File: src/sv/vertex_dedup_index_builder_macros.svh
// Assertion macros for the vertex deduplication index builder.
// Expects signals named clk and rst_n in the scope of each use.
`ifndef VERTEX_DEDUP_INDEX_BUILDER_MACROS_SVH
`define VERTEX_DEDUP_INDEX_BUILDER_MACROS_SVH
`ifndef SYNTHESIS
`define VDIB_ASSERT(lbl, prop) \
  lbl: assert property (@(posedge clk) disable iff (!rst_n) (prop)) \
    else $error("vdib check failed");
`define VDIB_ASSERT_NXT(lbl, ante, cons) \
  lbl: assert property (@(posedge clk) disable iff (!rst_n) (ante) |=> (cons)) \
    else $error("vdib sequence check failed");
`else
`define VDIB_ASSERT(lbl, prop)
`define VDIB_ASSERT_NXT(lbl, ante, cons)
`endif
`endif

File: src/sv/vdib_pkg.sv
// Shared constants, types and helpers for the vertex deduplication index builder.
// No dependencies.
package vdib_pkg;

  localparam int MAX_VERTICES = 1024;
  localparam int ADDR_W       = $clog2(MAX_VERTICES);
  localparam int CNT_W        = $clog2(MAX_VERTICES + 1);
  localparam int IDX_W        = 10;
  localparam int TOL_W        = 31;
  localparam int COORD_W      = 32;

  localparam logic [TOL_W-1:0] TOL_RESET = TOL_W'(655);

  typedef logic [ADDR_W-1:0] addr_t;
  typedef logic [CNT_W-1:0]  cnt_t;
  typedef logic [IDX_W-1:0]  idx_t;
  typedef logic [TOL_W-1:0]  tol_t;
  typedef logic signed [COORD_W-1:0] coord_t;

  typedef struct packed {
    coord_t x;
    coord_t y;
    coord_t z;
    coord_t u;
    coord_t v;
  } vertex_t;

  // The result index carries the low bits of the table address.
  function automatic idx_t to_idx(input addr_t a);
    return IDX_W'(a);
  endfunction

endpackage

File: src/sv/vdib_cmp.sv
// Five-lane closeness test between an incoming vertex and one stored entry.
// Depends on vdib_pkg.
module vdib_cmp (
  input  vdib_pkg::vertex_t in_vtx,
  input  vdib_pkg::vertex_t entry,
  input  vdib_pkg::tol_t    tol,
  output logic              match
);
  import vdib_pkg::*;

  localparam int DW = COORD_W + 3;

  // |a - b| < t holds exactly when both a - b - t and b - a - t are negative.
  function automatic logic close(input coord_t a, input coord_t b, input tol_t t);
    logic signed [DW-1:0] sa;
    logic signed [DW-1:0] sb;
    logic signed [DW-1:0] st;
    logic signed [DW-1:0] d1;
    logic signed [DW-1:0] d2;
    sa = DW'(a);
    sb = DW'(b);
    st = DW'({1'b0, t});
    d1 = sa - sb - st;
    d2 = sb - sa - st;
    return d1[DW-1] & d2[DW-1];
  endfunction

  assign match = close(in_vtx.x, entry.x, tol) & close(in_vtx.y, entry.y, tol) &
                 close(in_vtx.z, entry.z, tol) & close(in_vtx.u, entry.u, tol) &
                 close(in_vtx.v, entry.v, tol);

endmodule

File: config.mk
export PLATFORM = sky130hd
export DESIGN_NAME = vdib_cmp
export DESIGN_NICKNAME = d
export VERILOG_FILES = /design/src/sv/vertex_dedup_index_builder_macros.svh /design/src/sv/vdib_pkg.sv /design/src/sv/vdib_cmp.sv
export SDC_FILE = /design/constraint.sdc
export NUM_CORES = 1
export LEC_CHECK = 0
export ABC_CLOCK_PERIOD_IN_PS = 5800
export BUFFER_PORTS_ARGS = -buffer_cell sky130_fd_sc_hd__buf_2
export CORE_AREA = 2 2 194 196
export DETAILED_ROUTE_END_ITERATION = 8
export DIE_AREA = 0 0 196 198
export PLACE_DENSITY = 0.61
export SYNTH_ARGS = -nofsm -noshare
export SYNTH_HDL_FRONTEND = slang
export SYNTH_SLANG_ARGS = --single-unit
File: constraint.sdc
create_clock -name vclk -period 5.8
set_clock_uncertainty 0.2 [all_clocks]
set_input_delay 0.58 -clock vclk [all_inputs]
set_output_delay 0.58 -clock vclk [all_outputs]
set_load 0.02 [all_outputs]
==> results of run 1 <==
[per-stage QoR]
stage                     setup WS (ns)  instances  cell area [um^2]  hold slack, ns  utilization [%]
after CTS                        0.6531       2383             16860           1.756            45.61
after floorplan                   1.271       1551             14460           1.392                -
final                            0.6013       2397             16890           1.735            45.71
after global routing             0.4575       2389             16870           1.783            45.65
after global placement           0.7204       2383             16860           1.748            45.61
after detailed placement         0.6766       2383             16860           1.751            45.61
[layout make-up]
| cell class | count | area, um^2 | area share (%) |
|---|---|---|---|
| tap | 474 | 593.1 | 3.511 |
| antenna | 14 | 35.03 | 0.2074 |
| multi-input combinational | 1100 | 12760 | 75.56 |
| timing repair buffer | 358 | 1807 | 10.70 |
| inverter | 451 | 1693 | 10.02 |
[layout by cell type (no fill, tap or decap), types with 5 or more instances in the layout]
cell type,n
a211oi_1,21
a21o_1,38
a21oi_1,108
a221oi_1,6
a31oi_1,6
and4_1,9
buf_2,352
buf_4,6
diode_2,14
fa_1,290
ha_1,341
inv_1,451
nand2_1,68
nand3_1,22
nand4_1,27
nand4b_1,6
nor2_1,33
nor2b_1,5
nor3_1,10
o211ai_1,7
o21ai_0,54
o21bai_1,5
[how the worst max path moves through the flow]
stage / start / end / slack (ns) / cells past startpoint
global placement: tol[10] / match / 0.72 / 13
floorplan: tol[10] / match / 1.27 / 11
finish: tol[10] / match / 0.60 / 13
global route: tol[10] / match / 0.46 / 13
detailed placement: tol[10] / match / 0.68 / 13
CTS: tol[10] / match / 0.65 / 13
[report_power, final]
part	switching (W)	internal [W]
sequential	0	0
combinational	0.000950	0.000719
clock	0	0.000000000324
[per-layer routing]
layer  routed length [um]  GRT usage, %
met4                  596         2.750
met3                 2891         4.531
met1                16480         25.54
met2                20410         39.61
met5                  207             0
[worst min-delay path: stages]
cell       delay (ns)
buf_2            0.09
inv_1            0.05
ha_1             0.20
a2bb2oi_1        0.21
nor4b_2          0.09
buf_2            0.15
[logic make-up after synthesis]
logic type / share of synthesized area, %
adders and majority gates: 69.67
and+or+nand+nor: 6.907
AOI/OAI and AO/OA: 11.71
buffers and inverters: 11.71
==> metrics.csv, run 1 <==
stage,metric,value,unit
outcome,outcome,finished clean,
sta,Worst Tran Pin Value,0.6895,ns
critical_path,crit path max fanout,10,
sta,Sum Neg Setup Slack,0,ns
synthesis,register area share after synthesis,0,%
synthesis,post-synthesis cell area,14460,um^2
critical_path,Crit path max-delay family,simple AND/OR/NAND/NOR gates,
hold_path,Worst Hold Class,primary input to primary output,
grt,total grt overflow,0,
die,Die Y,198,um
job,MaxCap Viol Count,0,
sta,final setup vio count,0,
critical_path,"Top cell by count, worst path",buf_2,
sta,Slew Limit Fails,0,
grt,initial antenna violation count,28,
die,Initial Util,39.12,%
cells_and_area,share of cells above drive strength 1,19.07,%
synthesis,syn_area_per_cell,9.321,um^2
critical_path,kind of critical path,primary input to primary output,
detailed_routing,final WL,40580,um
synthesis,Synth Instances,1551,
power,static leakage,9.522,nW
sta,maximum clock frequency,192.4,MHz
die,io pins,352,
cells_and_area,layout overhead on the synthesized area,16.84,%
sta,Tcrit/Tclk final,89.63,%
grt,vias in the first global route,12630,
cells_and_area,fill cell count,3665,
critical_path,Crit. End Element,primary output,
detailed_routing,DR iter-0 viols,330,
die,die area,38810,um^2
synthesis,Synth top area share,40.16,%
synthesis,Yosys cell types,47,
sta,RSZ-0062 raised after global routing,no,
synthesis,"Net Count, Synth",2533,
detailed_routing,1st-pass router iterations,5,
sta,Final Hold Vio Count,0,
detailed_routing,Antenna Nets Post-Route,0,
clock_tree,hold_buf cts,0,
synthesis,largest area contributor in the netlist,fa_1,
clock_tree,PostCTS Resize Cnt,0,
cells_and_area,Layout clock buffers,0,
sta,Period minus WS final,5.199,ns
cells_and_area,FF+latch count,0,
synthesis,most numerous cell in the Yosys netlist,inv_1,
cells_and_area,Layout Nets,2893,
clock_tree,Post-CTS Setup Inserts,0,
critical_path,WP data arrival,4.42,ns
critical_path,startpoint class of the critical path,primary input,
critical_path,Slowest cell on crit path,or4_4,
grt,pin count of the biggest net entering global routing,11,
placement,IO buf count,352,
critical_path,cells along the critical path,buf_2 > inv_1 > fa_1 > ha_1 > a21oi_1 > o21ai_0 > a311oi_1 > o22ai_1 > nor3_1 > o41ai_1 > or4_4 > nor4b_2 > buf_2,
hold_path,Worst Hold Path Cells,6,
power,Final Power,0.001669,W
synthesis,Synth area leaders,"fa_1 (40%), ha_1 (30%), inv_1 (12%)",
grt,GRT Total Usage,21.19,%
critical_path,critical path buffer and inverter count,3,
hold_path,Min-Delay Endpoint,match,
detailed_routing,wire per inst,16.93,um
power,pwr dens,98.82,nW/um^2
die,cell row count,71,
detailed_routing,Via density,4.856,
detailed_routing,DRC viols,0,
cells_and_area,register area,0,um^2
hold_path,Hold Path Origin,entry[159],
critical_path,"Data required, critical path",5.02,ns
grt,first-pass GRT wire length,64180,um
power,VDD IR max,0.04916,mV
placement,HPWL Detailed,38920,um
detailed_routing,via count,11640,
synthesis,synth cell count leaders,"inv_1 (451), ha_1 (341), fa_1 (290), a21oi_1 (108), nand2_1 (68)",
die,Core Box Area,36960,um^2
synthesis,Synth Warn #,0,
sta,Max-slew headroom,53.61,%
placement,GP Congestion,0.8900,
critical_path,CP peak stage delay,0.55,ns
die,Die W,196,um
(Power assumes the default switching activity.)
==> run 2, diff against run 1 <==
Settings changed: ABC_AREA set to 1, CORE_AREA 2 2 194 196 to 2 2 199 201, DIE_AREA 0 0 196 198 to 0 0 201 203, SLEW_MARGIN set to 10, TNS_END_PERCENT set to 20.
==> metrics.csv, run 2 <==
stage,metric,value,unit
grt,pin count of the biggest net entering global routing,11,
power,Clock power frac,0,%
placement,GP Congestion,0.9269,
synthesis,largest family of logic cells by synthesized area,adder cells,
grt,total grt overflow,0,
synthesis,register area share after synthesis,0,%
critical_path,"Top cell by count, worst path",nand2_1,
power,static leakage,10.61,nW
critical_path,WP data arrival,3.62,ns
critical_path,cells along the critical path,buf_2 > inv_1 > fa_1 > ha_1 > nand2_1 > nor2_1 > nand2_1 > nor2_1 > nand2_1 > nand2_1 > nor2_1 > nand2_1 > nand2_1 > nand3_1 > nor2_1 > nand2_1 > nor2_2 > buf_2,
synthesis,Synth area leaders,"fa_1 (38%), ha_1 (28%), inv_1 (14%)",
clock_tree,Post-CTS Setup Inserts,0,
power,sw frac,59.28,%
die,Initial Util,39.91,%
detailed_routing,DRC viols,0,
detailed_routing,via count,12950,
placement,HPWL Detailed,41780,um
sta,Sum Neg Setup Slack,0,ns
placement,IO buf count,352,
detailed_routing,1st-pass router iterations,4,
detailed_routing,final WL,43960,um
cells_and_area,"commonest cells after routing, fill and taps aside","inv_1 (556), nand2_1 (370), buf_2 (352)",
synthesis,Synth Warn #,0,
detailed_routing,Via density,4.616,
grt,first-pass GRT wire length,70610,um
sta,Final Hold Vio Count,0,
synthesis,compound-gate portion of the synthesized area,6.390,%
cells_and_area,"most common cell after layout, fill and taps aside",inv_1,
die,io pins,352,
synthesis,syn_area_per_cell,7.975,um^2
cells_and_area,register area,0,um^2
detailed_routing,DR iter-0 viols,352,
sta,Period minus WS final,4.399,ns
cells_and_area,FF+latch count,0,
cells_and_area,Layout clock buffers,0,
cells_and_area,Layout Nets,3261,
critical_path,kind of critical path,primary input to primary output,
job,MaxCap Viol Count,0,
critical_path,Slowest cell on crit path,fa_1,
grt,vias in the first global route,13930,
power,Combinational Power Share,100.0,%
synthesis,most numerous cell in the Yosys netlist,inv_1,
sta,Min Hold Slack,1.629,ns
synthesis,synth cell count leaders,"inv_1 (556), nand2_1 (370), ha_1 (341), fa_1 (290), a21oi_1 (125)",
detailed_routing,Antenna Nets Post-Route,0,
cells_and_area,layout overhead on the synthesized area,15.86,%
power,sequential power share,0,%
clock_tree,hold_buf cts,0,
power,NetSw,0.001048,W
synthesis,Simple-Gate Fraction of Synth Area,14.41,%
synthesis,Yosys cell types,20,
critical_path,startpoint class of the critical path,primary input,
critical_path,CP peak stage delay,0.61,ns
die,Die W,201,um
outcome,outcome,finished clean,
synthesis,fraction of synthesized cell area in xor and xnor cells,0,%
sta,Worst Tran Pin Value,0.6820,ns
sta,final setup vio count,0,
die,Die Y,203,um
die,cell row count,72,
critical_path,"Data required, critical path",5.02,ns
synthesis,Synth top area share,37.82,%
synthesis,mux cell area share after synthesis,0,%
critical_path,Crit. End Element,primary output,
critical_path,crit path max fanout,10,
die,Core Box Area,38470,um^2
power,pwr dens,99.39,nW/um^2
die,die area,40800,um^2
synthesis,"Net Count, Synth",2907,
sta,Tcrit/Tclk final,75.84,%
cells_and_area,share of cells above drive strength 1,15.63,%
synthesis,post-synthesis cell area,15350,um^2
clock_tree,PostCTS Resize Cnt,0,
sta,maximum clock frequency,227.3,MHz
power,VDD IR max,0.04683,mV
grt,initial antenna violation count,19,
sta,Slew Limit Fails,0,
sta,RSZ-0062 raised after global routing,no,
sta,Max-slew headroom,54.48,%
synthesis,Synth Instances,1925,
grt,GRT Total Usage,22.03,%
synthesis,Adder-Cell Fraction of Synth Area,65.61,%
hold_path,Worst Hold Class,primary input to primary output,
power,P_int,0.0007199,W
synthesis,largest area contributor in the netlist,fa_1,
detailed_routing,wire per inst,15.67,um
-- run 2: cell count changes after synthesis, moves of 7 or more --
cell	change
a211oi_1	-21
a21o_1	-18
a21oi_1	+17
and4_1	-9
inv_1	+105
nand2_1	+302
nand3_1	+18
nand4_1	-13
nor2_1	+84
o211ai_1	-7
o21ai_0	-29
-- run 2: logic make-up after synthesis --
| family | after synthesis |
|---|---|
| simple gates | 557 |
| buf+inv | 556 |
| compound gates | 181 |
| fa+ha+maj | 631 |
-- run 2: cell type report --
class	instances	area (um^2)
multi-input cells	1369	13270
inverters	556	2087
diodes	10	25.02
fillers	3940	20680
repair buffers	352	1762
well taps	518	648.1
-- run 2: worst max-delay path: cells and delay by family --
kind	cells	cell delay, ns
simple gates	13	1.33
buf+inv	3	0.75
fa+ha+maj	2	0.94
-- run 2: metal layers --
layer  wire length [um]  up-vias  share of wire (%)  GRT usage [%]
met5                122        -               0.28              0
met4                625       18                1.4          2.593
met3               2246       46                5.1          3.050
met2              22600      281                 51          41.91
met1              18360     6194                 42          27.08
li1                   -     6409                  -              -
-- run 2: final timing paths --
path                  startpoint    end  slack [ns]  cells after the start
worst max-delay path      tol[8]  match        1.40                     18
worst min-delay path    entry[1]  match        1.63                      7
-- run 2: through the flow --
step / cell area [um^2] / worst slack [ns] / cells / util (%) / total power, W
finish: 17790 / 1.401 / 2805 / 46.24 / 0.001768
detailed placement: 17760 / 1.366 / 2795 / 46.17 / 0.001784
CTS: 17760 / 1.347 / 2795 / 46.17 / 0.001797
floorplan: 15350 / 2.378 / 1925 / - / 0.001157
global route: 17780 / 1.146 / 2801 / 46.21 / 0.002083
global placement: 17760 / 1.315 / 2795 / 46.17 / 0.001734
-- run 2: power groups by stage --
| stage | clock network, W | logic, W | registers, W |
|---|---|---|---|
| after floorplan | 0 | 0.00116 | 0 |
| after global placement | 0 | 0.00173 | 0 |
| after detailed placement | 0 | 0.00178 | 0 |
| after CTS | 0 | 0.00180 | 0 |
| after global routing | 0.000000000138 | 0.00208 | 0 |
| final | 0.000000000231 | 0.00177 | 0 |
